--- src/rtl/core/mter_pkg.sv ---
// shared types and constants for the manchester edge timing receiver
// no dependencies
`timescale 1ns / 1ps
`default_nettype none

package mter_pkg;

  localparam int unsigned QUEUE_DEPTH = 2;

  // window thresholds for the reset bit period of 250 ticks
  localparam logic [15:0] LO_RST  = 16'd83;
  localparam logic [15:0] MID_RST = 16'd166;
  localparam logic [16:0] HI_RST  = 17'd333;

  // ceil(2^19 / 3), exact floor(x / 3) for x below 2^18
  localparam logic [17:0] RECIP3 = 18'd174763;

  localparam logic [4:0] FIRST_BYTE_COUNT = 5'd9;
  localparam logic [4:0] FRAME_COUNT      = 5'd17;

  typedef enum logic [1:0] {
    REQ_EDGE    = 2'd0,
    REQ_TIMEOUT = 2'd1,
    REQ_ARM     = 2'd2,
    REQ_NONE    = 2'd3
  } req_t;

  typedef enum logic [1:0] {
    WIN_HALF = 2'd0,
    WIN_FULL = 2'd1,
    WIN_BAD  = 2'd2
  } win_t;

  typedef enum logic [2:0] {
    ST_RUN     = 3'd0,
    ST_DONE    = 3'd1,
    ST_LONG    = 3'd2,
    ST_BAD     = 3'd3,
    ST_TIMEOUT = 3'd4
  } status_t;

  typedef struct packed {
    logic [1:0]  req_type;
    logic [15:0] interval;
    logic        line_active;
  } in_item_t;

  typedef struct packed {
    logic [2:0]  status;
    logic [15:0] word;
    logic        running;
  } out_item_t;

  typedef struct packed {
    req_t req;
    win_t win;
    logic line_active;
  } cls_t;

endpackage

`default_nettype wire

--- src/rtl/core/mter_front.sv ---
// front end: holds window thresholds and classifies each request
// depends on mter_pkg
`timescale 1ns / 1ps
`default_nettype none

module mter_front (
  input  wire logic              clk,
  input  wire logic              rst_n,
  input  wire logic              cfg_valid,
  output logic                   cfg_ready,
  input  wire logic [15:0]       cfg_data,
  input  wire logic              in_valid,
  output logic                   in_ready,
  input  wire mter_pkg::in_item_t in_data,
  input  wire logic              q_full,
  output logic                   q_push,
  output mter_pkg::cls_t         q_wdata
);

  logic [15:0] lo_r, lo_nxt;
  logic [15:0] mid_r, mid_nxt;
  logic [16:0] hi_r, hi_nxt;
  logic [17:0] x_lo, x_mid, x_hi;
  logic [35:0] p_lo, p_mid, p_hi;
  logic        cfg_we;

  assign cfg_ready = 1'b1;
  assign cfg_we    = cfg_valid & cfg_ready;

  assign x_lo  = {2'b00, cfg_data};
  assign x_mid = {1'b0, cfg_data, 1'b0};
  assign x_hi  = {cfg_data, 2'b00};

  assign p_lo  = x_lo * mter_pkg::RECIP3;
  assign p_mid = x_mid * mter_pkg::RECIP3;
  assign p_hi  = x_hi * mter_pkg::RECIP3;

  assign lo_nxt  = cfg_we ? p_lo[34:19]  : lo_r;
  assign mid_nxt = cfg_we ? p_mid[34:19] : mid_r;
  assign hi_nxt  = cfg_we ? p_hi[35:19]  : hi_r;

  always_ff @(posedge clk) begin
    if (!rst_n) begin
      lo_r  <= mter_pkg::LO_RST;
      mid_r <= mter_pkg::MID_RST;
      hi_r  <= mter_pkg::HI_RST;
    end else begin
      lo_r  <= lo_nxt;
      mid_r <= mid_nxt;
      hi_r  <= hi_nxt;
    end
  end

  assign in_ready = ~q_full;
  assign q_push   = in_valid & in_ready;

  always_comb begin
    q_wdata.req         = mter_pkg::req_t'(in_data.req_type);
    q_wdata.line_active = in_data.line_active;
    if ((lo_r < in_data.interval) && (in_data.interval < mid_r)) begin
      q_wdata.win = mter_pkg::WIN_HALF;
    end else if ((mid_r < in_data.interval) && ({1'b0, in_data.interval} < hi_r)) begin
      q_wdata.win = mter_pkg::WIN_FULL;
    end else begin
      q_wdata.win = mter_pkg::WIN_BAD;
    end
  end

endmodule

`default_nettype wire

--- src/rtl/core/mter_queue.sv ---
// short queue of classified requests between front and back
// depends on mter_pkg
`timescale 1ns / 1ps
`default_nettype none

module mter_queue #(
  parameter int unsigned DEPTH = mter_pkg::QUEUE_DEPTH
) (
  input  wire logic           clk,
  input  wire logic           rst_n,
  input  wire logic           push,
  input  wire mter_pkg::cls_t wdata,
  output logic                full,
  input  wire logic           pop,
  output mter_pkg::cls_t      rdata,
  output logic                empty
);

  localparam int unsigned PW = (DEPTH > 1) ? $clog2(DEPTH) : 1;
  localparam int unsigned CW = $clog2(DEPTH + 1);
  localparam logic [PW-1:0] LAST = PW'(DEPTH - 1);
  localparam logic [CW-1:0] FULL_CNT = CW'(DEPTH);

  mter_pkg::cls_t mem_r [DEPTH];
  logic [PW-1:0]  wr_ptr_r, wr_ptr_nxt;
  logic [PW-1:0]  rd_ptr_r, rd_ptr_nxt;
  logic [CW-1:0]  count_r, count_nxt;

  assign full  = (count_r == FULL_CNT);
  assign empty = (count_r == '0);
  assign rdata = mem_r[rd_ptr_r];

  always_comb begin
    wr_ptr_nxt = wr_ptr_r;
    rd_ptr_nxt = rd_ptr_r;
    count_nxt  = count_r;
    if (push) begin
      wr_ptr_nxt = (wr_ptr_r == LAST) ? '0 : wr_ptr_r + PW'(1);
    end
    if (pop) begin
      rd_ptr_nxt = (rd_ptr_r == LAST) ? '0 : rd_ptr_r + PW'(1);
    end
    if (push && !pop) begin
      count_nxt = count_r + CW'(1);
    end else if (pop && !push) begin
      count_nxt = count_r - CW'(1);
    end
  end

  always_ff @(posedge clk) begin
    if (!rst_n) begin
      wr_ptr_r <= '0;
      rd_ptr_r <= '0;
      count_r  <= '0;
    end else begin
      wr_ptr_r <= wr_ptr_nxt;
      rd_ptr_r <= rd_ptr_nxt;
      count_r  <= count_nxt;
    end
  end

  always_ff @(posedge clk) begin
    if (push) begin
      mem_r[wr_ptr_r] <= wdata;
    end
  end

endmodule

`default_nettype wire

--- src/rtl/core/mter_back.sv ---
// back end: manchester decode state and registered result
// depends on mter_pkg
`timescale 1ns / 1ps
`default_nettype none

module mter_back (
  input  wire logic               clk,
  input  wire logic               rst_n,
  input  wire logic               q_empty,
  input  wire mter_pkg::cls_t     q_rdata,
  output logic                    q_pop,
  output logic                    out_valid,
  input  wire logic               out_ready,
  output mter_pkg::out_item_t     out_data
);

  logic [4:0]          bit_count_r, bit_count_nxt;
  logic                expect_long_r, expect_long_nxt;
  logic [7:0]          shift_r, shift_nxt;
  logic [7:0]          high_r, high_nxt;
  logic                stopped_r, stopped_nxt;
  mter_pkg::status_t   status_r, status_nxt;
  logic [15:0]         word_r, word_nxt;
  logic                out_valid_r, out_valid_nxt;
  mter_pkg::out_item_t out_data_r, out_data_nxt;

  logic                halt;
  logic                take;
  mter_pkg::status_t   hcode;
  logic [4:0]          cnt_tb;
  logic [7:0]          shift_tb;

  assign q_pop     = ~q_empty & (~out_valid_r | out_ready);
  assign out_valid = out_valid_r;
  assign out_data  = out_data_r;

  always_comb begin
    halt            = 1'b0;
    take            = 1'b0;
    hcode           = mter_pkg::ST_RUN;
    cnt_tb          = bit_count_r + 5'd1;
    shift_tb        = {shift_r[6:0], ~q_rdata.line_active};
    bit_count_nxt   = bit_count_r;
    expect_long_nxt = expect_long_r;
    shift_nxt       = shift_r;
    high_nxt        = high_r;
    stopped_nxt     = stopped_r;
    status_nxt      = status_r;
    word_nxt        = word_r;
    out_valid_nxt   = out_valid_r & ~out_ready;
    out_data_nxt    = out_data_r;
    if (q_pop) begin
      case (q_rdata.req)
        mter_pkg::REQ_ARM: begin
          bit_count_nxt = '0;
          status_nxt    = mter_pkg::ST_RUN;
          stopped_nxt   = 1'b0;
        end
        mter_pkg::REQ_TIMEOUT: begin
          if (!stopped_r) begin
            halt  = 1'b1;
            hcode = mter_pkg::ST_TIMEOUT;
          end
        end
        mter_pkg::REQ_EDGE: begin
          if (!stopped_r) begin
            if (bit_count_r == '0) begin
              // start bit
              if (q_rdata.line_active) begin
                expect_long_nxt = 1'b0;
                bit_count_nxt   = 5'd1;
              end
            end else begin
              case (q_rdata.win)
                mter_pkg::WIN_HALF: begin
                  if (expect_long_r) begin
                    expect_long_nxt = 1'b0;
                  end else begin
                    expect_long_nxt = 1'b1;
                    take            = 1'b1;
                  end
                end
                mter_pkg::WIN_FULL: begin
                  if (expect_long_r) begin
                    take = 1'b1;
                  end else begin
                    halt  = 1'b1;
                    hcode = mter_pkg::ST_LONG;
                  end
                end
                default: begin
                  halt  = 1'b1;
                  hcode = mter_pkg::ST_BAD;
                end
              endcase
            end
          end
        end
        default: begin
        end
      endcase

      if (take) begin
        shift_nxt     = shift_tb;
        bit_count_nxt = cnt_tb;
        if (cnt_tb == mter_pkg::FIRST_BYTE_COUNT) begin
          high_nxt = shift_tb;
        end else if (cnt_tb == mter_pkg::FRAME_COUNT) begin
          halt  = 1'b1;
          hcode = mter_pkg::ST_DONE;
        end
      end

      if (halt) begin
        stopped_nxt = 1'b1;
        word_nxt    = {high_nxt, shift_nxt};
        status_nxt  = hcode;
      end

      out_valid_nxt        = 1'b1;
      out_data_nxt.status  = status_nxt;
      out_data_nxt.word    = word_nxt;
      out_data_nxt.running = ~stopped_nxt;
    end
  end

  always_ff @(posedge clk) begin
    if (!rst_n) begin
      bit_count_r   <= '0;
      expect_long_r <= 1'b0;
      shift_r       <= '0;
      high_r        <= '0;
      stopped_r     <= 1'b1;
      status_r      <= mter_pkg::ST_RUN;
      word_r        <= '0;
      out_valid_r   <= 1'b0;
    end else begin
      bit_count_r   <= bit_count_nxt;
      expect_long_r <= expect_long_nxt;
      shift_r       <= shift_nxt;
      high_r        <= high_nxt;
      stopped_r     <= stopped_nxt;
      status_r      <= status_nxt;
      word_r        <= word_nxt;
      out_valid_r   <= out_valid_nxt;
    end
  end

  always_ff @(posedge clk) begin
    out_data_r <= out_data_nxt;
  end

endmodule

`default_nettype wire

--- src/rtl/core/manchester_edge_timing_receiver_top.sv ---
// path: an accepted request is written into the queue, then decoded into the output register when popped
// throughput: one request per cycle while the output is not stalled, one result per request
// front compares against registered window thresholds, back updates decode state
// a two-entry queue and the output register decouple the two sides
// reset: bit period 250 ticks, receiver stopped until an arm request, no result pending
`timescale 1ns / 1ps
`default_nettype none

module manchester_edge_timing_receiver_top #(
  parameter int unsigned QUEUE_DEPTH = mter_pkg::QUEUE_DEPTH
) (
  input  wire logic                clk,
  input  wire logic                rst_n,
  input  wire logic                cfg_valid,
  output logic                     cfg_ready,
  input  wire logic [15:0]         cfg_data,
  input  wire logic                in_valid,
  output logic                     in_ready,
  input  wire mter_pkg::in_item_t  in_data,
  output logic                     out_valid,
  input  wire logic                out_ready,
  output mter_pkg::out_item_t      out_data
);

  logic           q_full;
  logic           q_empty;
  logic           q_push;
  logic           q_pop;
  mter_pkg::cls_t q_wdata;
  mter_pkg::cls_t q_rdata;

  mter_front u_front (
    .clk       (clk),
    .rst_n     (rst_n),
    .cfg_valid (cfg_valid),
    .cfg_ready (cfg_ready),
    .cfg_data  (cfg_data),
    .in_valid  (in_valid),
    .in_ready  (in_ready),
    .in_data   (in_data),
    .q_full    (q_full),
    .q_push    (q_push),
    .q_wdata   (q_wdata)
  );

  mter_queue #(
    .DEPTH (QUEUE_DEPTH)
  ) u_queue (
    .clk   (clk),
    .rst_n (rst_n),
    .push  (q_push),
    .wdata (q_wdata),
    .full  (q_full),
    .pop   (q_pop),
    .rdata (q_rdata),
    .empty (q_empty)
  );

  mter_back u_back (
    .clk       (clk),
    .rst_n     (rst_n),
    .q_empty   (q_empty),
    .q_rdata   (q_rdata),
    .q_pop     (q_pop),
    .out_valid (out_valid),
    .out_ready (out_ready),
    .out_data  (out_data)
  );

endmodule

`default_nettype wire

--- config.mk ---
export PLATFORM = sky130hd
export DESIGN_NAME = manchester_edge_timing_receiver_top
export DESIGN_NICKNAME = d
export VERILOG_FILES = /design/src/rtl/core/mter_pkg.sv /design/src/rtl/core/mter_front.sv /design/src/rtl/core/mter_queue.sv /design/src/rtl/core/mter_back.sv /design/src/rtl/core/manchester_edge_timing_receiver_top.sv
export SDC_FILE = /design/constraint.sdc
export NUM_CORES = 1
export LEC_CHECK = 0
export BUFFER_PORTS_ARGS = -buffer_cell sky130_fd_sc_hd__buf_2
export CELL_PAD_IN_SITES_DETAIL_PLACEMENT = 1
export CELL_PAD_IN_SITES_GLOBAL_PLACEMENT = 1
export CORE_UTILIZATION = 31
export DETAILED_ROUTE_END_ITERATION = 8
export PLACE_DENSITY = 0.66
export SYNTH_ARGS = -nofsm -noshare
export SYNTH_HDL_FRONTEND = slang
export SYNTH_SLANG_ARGS = --single-unit
--- constraint.sdc ---
create_clock -name clk -period 6.1 [get_ports clk]
set_input_delay 1.22 -clock clk [delete_from_list [all_inputs] [get_ports clk]]
set_output_delay 1.22 -clock clk [all_outputs]
set_load 0.02 [all_outputs]
== After elaboration in Yosys (flattened, before gate mapping) ==
Memory sizes are Yosys's and may differ from the RTL's. A register that Yosys moved wholly into a read port is not among the register bits.
Index checks and enable logic that the tools add are counted.
Storage, ports and cells
  bits in registers: 116
  memory bits (writable): 10
  bits of input ports: 40
  output and inout port bits: 23
  logic and storage cells: 119
  memories: 1
Memory list
  u_queue.mem_r: words 2, width 5, read ports 1, clocked after memory_dff 1, wr ports 1, line mter_queue.sv:24  | mter_pkg::cls_t mem_r [DEPTH];
Operators by class
  $add $sub $neg: 5
  multiply operators: 3
  order comparisons: 4
  equality and inequality tests: 10
  mux-type cells: 53
  bitwise gates (word level): 11
  reductions and logical operators: 15
Operators by type and width (count)
  16-bit by 18-bit multiplier with 34-bit output, second input constant: 3
  16-bit < comparator: 3
  1-bit two-way mux: 26
  3-bit two-way mux: 8
  8-bit two-way mux: 3
  5-bit two-way mux: 4
  16-bit by 17-bit < comparator with 1-bit output: 1
  16-bit two-way mux: 1
  3-bit one-hot mux with 2 select lines: 2
  2-bit two-way mux: 5
  5-bit one-hot mux with 2 select lines: 1
  5-bit AND reduction: 2
  1-bit inverter: 7
  2-bit zero test: 3
  3-bit by 1-bit != test with 1-bit output, second input constant: 2
  1-bit one-hot mux with 2 select lines: 3
  5-bit by 1-bit adder with 5-bit output, second input constant: 1
  5-bit by 4-bit == test with 1-bit output, second input constant: 1
  5-bit == test, second input constant: 1
  5-bit zero test: 1
  2-bit by 1-bit == test with 1-bit output, second input constant: 2
  2-bit == test, second input constant: 2
  1-bit logical AND: 4
  2-bit nonzero test: 2
  9 further kinds: 13

== Longest topological paths before layout ==
  depth in word-level cells: 12
  mapped depth: 20
  mapped depth without buffers: 20

== By module ==
From an unflattened synthesis, not the netlist that was laid out.
Second synthesis, totals
  cell total of the unflattened synthesis: 1068
  area, all modules: 9979.6 µm²
Modules (own cells, without submodules)
  mter_front: instances 1, cells each 728, area an instance 6348.6 µm², seq. area each 340.3 µm²
  mter_back: instances 1, cells each 303, area an instance 3055.4 µm², seq. area each 1461.4 µm²
  mter_queue: instances 1, cells each 37, area an instance 575.6 µm², seq. area each 400.4 µm²

== Worst setup path after synthesis ==
No wires, ideal clock.
  kind: input-to-reg
  start: input port cfg_data[1]
  end: register u_front.hi_r[15]
  library setup time: 0.117 ns
  arrival time: 6.107 ns
  data required time: 5.983 ns
  setup slack: -0.125 ns
  stages: 16
  path buffers: 1
  cell sequence: ha_1 -> inv_1 -> fa_1 -> fa_1 -> inv_1 -> fa_1 -> fa_1 -> fa_1 -> ha_1 -> clkbuf_1 -> inv_1 -> nor3_1 -> nor4bb_1 -> o21ai_0 -> or3_1 -> a32o_1
Between the ends
  cells in the longest elaborated chain, start to end: 1
Ends and longest elaborated chain
  from (decl): line manchester_edge_timing_receiver_top.sv:16  | input wire logic [15:0] cfg_data,
  16-bit by 18-bit multiplier with 34-bit output: line mter_front.sv:36  | assign p_hi = x_hi * mter_pkg::RECIP3;
  to (signal assigned): line mter_front.sv:46  | hi_r <= mter_pkg::HI_RST;
  to (signal assigned): line mter_front.sv:50  | hi_r <= hi_nxt;
  to (decl): line mter_front.sv:22  | logic [16:0] hi_r, hi_nxt;
No other way between the ends.
A chain may end at the register's enable or synchronous reset.

== Worst setup path in the final report ==
  start: input port cfg_data[1]
  end: register u_front.hi_r[14]
Same word-level chain as after synthesis.

==> results.json <==
{
  "status": "completed",
  "dieArea_mm2": 0.0313,
  "antenna_found_initial": 0,
  "drive_gt1_share_pct": 17.6,
  "first_iter_violations": 227,
  "startpoint": "cfg_data[1]",
  "fmax_mhz": 169,
  "syn_inst": 1003,
  "ys_types": 71,
  "yosys-top-cells-count": "ha_1, inv_1, nor2_1",
  "first_pass_iters": 6,
  "wl_per_cell_um": 15.4,
  "p_leak_nw": 5.30,
  "drc": 0,
  "cp-endpoint": "u_front.hi_r[14]$_SDFFE_PN0P_",
  "hold_viol": 0,
  "vdd_drop_max_mv": 0.367,
  "hold_class": "flop to flop",
  "core_mm2": 0.0299,
  "r2r.worst_path.cells": 8,
  "synth_enable_flop_cells": 30,
  "grt_max_degree": 51,
  "die_h_um": 177,
  "grt_pass1_wl_um": 39100,
  "cts_root_buf": "clkbuf_16",
  "postLayoutCellArea_mm2": 0.0111,
  "worst-r2r-setup-slack_ns": 3.06,
  "synth_top_area_cell": "ha_1",
  "initial_core_util_pct": 31.7,
  "syn_area_per_cell_um2": 9.45,
  "synthTopCellsByArea": "ha_1, fa_1, dfxtp_1",
  "powerDensity_mw_per_mm2": 595,
  "fin_crit_ns": 5.90,
  "crit_arrival_ns": 6.11,
  "place_hpwl_um": 20000,
  "vias": 7465,
  "worstMarginPinSlew_ns": 0.896,
  "required_ns": 6.31,
  "final_core_util_pct": 37.3,
  "setup_ws_ns": 0.198,
  "ys_seq_area_share_pct": 23.2,
  "r2r_start": "u_back.bit_count_r[0]$_SDFFE_PN0P_",
  "cap_violations": 0,
  "maxSlewHeadroom_pct": 40.1,
  "drt_wl_total_um": 23500,
  "synth_top_area_share_pct": 21.2,
  "synth.net_count": 1279,
  "fin_crit_sh_pct": 96.8,
  "cts_buffers": 9,
  "synth_ff_type": "dfxtp_1",
  "crit_type": "input pin to flop",
  "timing.hold.ws_ns": 0.474,
  "synth-async-reset-ratio_pct": 0,
  "gp_congestion": 0.849,
  "clk_latency_ns": 0.35,
  "crit_fanout": 4,
  "ioPinCount": 63,
  "setup_violations": 0,
  "synth_seq_cells": 95,
  "crit_path_end_kind": "flop",
  "rsz0062_at_grt": "false",
  "reg2reg_to": "u_back.out_data[14]$_DFFE_PP_",
  "grt_pass1_vias": 8045,
  "startpoint_type": "input pin",
  "cts.sinks": 95,
  "portBuffers": 61,
  "globalRouteTotalUtil_pct": 15.6,
  "place_ws_ns": -0.335,
  "synth_most_common_cell": "ha_1",
  "antenna_left": 0,
  "path_clk_slew_ns": 0.07,
  "row_count": 63,
  "finalClockSkew_ns": 0.0119,
  "fp.dieW_um": 177,
  "place_area_mm2": 0.0108,
  "synth_warnings": 0,
  "cts_tree": "built",
  "grt_overflow": 0,
  "fin_nets": 1409,
  "viasPerCell": 4.89,
  "n_antenna_cell": 0,
  "htree_levels": 3,
  "cts_buffer_depth": 2,
  "syn2layout_area_growth_pct": 17.4,
  "slew_viol_final": 0,
  "syn_area_mm2": 0.00948
}
==> where the power goes <==
part	total [mW]	leakage, nW	switching [mW]	internal [mW]
clock	0.557	0.143	0.271	0.286
sequential	0.902	0.821	0.0803	0.822
combinational	5.16	4.34	2.74	2.42
==> sequential cells by signal, summed over array words and instances, names as in the netlist, named ones only <==
register,cells
u_back.word_r,16
u_back.status_r,3
u_back.out_data,20
u_queue.wr_ptr_r,1
u_front.hi_r,17
u_back.stopped_r,1
u_back.bit_count_r,5
u_queue.mem_r,10
u_back.shift_r,8
u_back.out_valid,1
u_queue.count_r,2
u_queue.rd_ptr_r,1
u_back.expect_long_r,1
u_back.high_r,8
==> placed cells by master (no fill, tap or decap), types with 3 or more instances in the layout <==
master / synthesis / final
o211ai_1: 7 / 7
fa_1: 75 / 72
a211oi_1: 8 / 8
buf_2: 2 / 61
or3_1: 8 / 8
fa_2: 0 / 3
and3_1: 8 / 8
inv_1: 156 / 153
and2_1: 7 / 7
nand3_1: 13 / 13
and4_1: 3 / 3
nand2_1: 42 / 42
edfxtp_1: 30 / 30
nor2b_1: 14 / 14
clkbuf_16: 0 / 9
buf_4: 3 / 83
a211o_1: 3 / 3
a211oi_2: 13 / 13
a21o_1: 17 / 17
nand2b_1: 8 / 8
a31oi_1: 7 / 7
o21bai_1: 6 / 6
mux2i_1: 39 / 39
nand3b_1: 3 / 3
o31ai_1: 4 / 4
ha_1: 161 / 160
nor3_1: 11 / 10
xnor2_1: 8 / 8
xor2_1: 7 / 7
nand4_1: 12 / 12
a21oi_2: 0 / 3
nor2_2: 4 / 4
o21ai_0: 43 / 40
dfxtp_1: 65 / 65
a21oi_1: 74 / 71
inv_2: 1 / 4
nor2_1: 79 / 79
==> critical path, stage by stage <==
cell	delay, ns
buf_2	0.11
ha_1	0.32
inv_2	0.09
fa_2	0.49
fa_1	0.53
inv_1	0.04
ha_1	0.30
fa_1	0.53
inv_1	0.06
fa_1	0.53
inv_1	0.04
ha_1	0.31
buf_4	0.15
a211oi_1	0.22
o21ai_0	0.13
a221o_1	0.33
a32oi_1	0.20
buf_4	0.15
a31oi_1	0.10
xnor2_1	0.16
o21ai_0	0.09
==> layer usage <==
layer	track usage, %	part of all wire (%)	vias up
li1	-	-	3727
met2	28.2	51	74
met1	20.0	47	3652
met5	0	0	-
met4	3.02	0.87	0
met3	1.63	1.6	12
==> layout make-up <==
cell class | instances | area, um2
Clock buffer | 9 | 225
Clock inverter | 7 | 66.3
Fill cell | 3467 | 18700
Inverter | 158 | 593
Multi-Input combinational cell | 725 | 6630
Sequential cell | 95 | 2200
Tap cell | 390 | 488
Timing Repair Buffer | 144 | 928
==> cells by family (layout without fill, tap and decap cells) <==
family	after synthesis	after routing	synth area share (%)
fa+ha+maj	236	236	37.1
simple gates	226	226	12.0
compound gates	207	207	14.3
buf+inv	183	318	7.59
flops	95	95	23.2
mux	40	40	4.35
xor+xnor	15	15	1.39
other cells	1	1	0.0395
==> metrics by stage <==
| step | instances | TNS (ns) | total power, mW |
|---|---|---|---|
| floorplan | 1003 | 0 | 4.00 |
| detailed placement | 1511 | -2.98 | 6.03 |
| global route | 1528 | 0 | 7.29 |
| global placement | 1511 | -1.57 | 5.92 |
| CTS | 1527 | 0 | 6.64 |
| finish | 1528 | 0 | 6.62 |
==> how the worst min path moves through the flow <==
stage,from,end,slack (ns),cells past startpoint
finish,u_back.status_r[1]$_SDFFE_PN0P_,u_back.status_r[1]$_SDFFE_PN0P_,0.47,2
global route,u_back.status_r[2]$_SDFFE_PN0P_,u_back.status_r[2]$_SDFFE_PN0P_,0.51,2
CTS,u_back.status_r[1]$_SDFFE_PN0P_,u_back.status_r[1]$_SDFFE_PN0P_,0.48,2
detailed placement,u_back.status_r[1]$_SDFFE_PN0P_,u_back.status_r[1]$_SDFFE_PN0P_,0.46,2
global placement,u_back.status_r[1]$_SDFFE_PN0P_,u_back.status_r[1]$_SDFFE_PN0P_,0.45,2
floorplan,u_back.status_r[1]$_SDFFE_PN0P_,u_back.status_r[1]$_SDFFE_PN0P_,0.44,2
==> what timing repair did <==
action,in CTS,in global routing
hold buffers,0,0
endpoints found under the setup margin,0,11
resized for setup,0,15
setup buffers,0,1
Power figures use the tool's default switching activity.
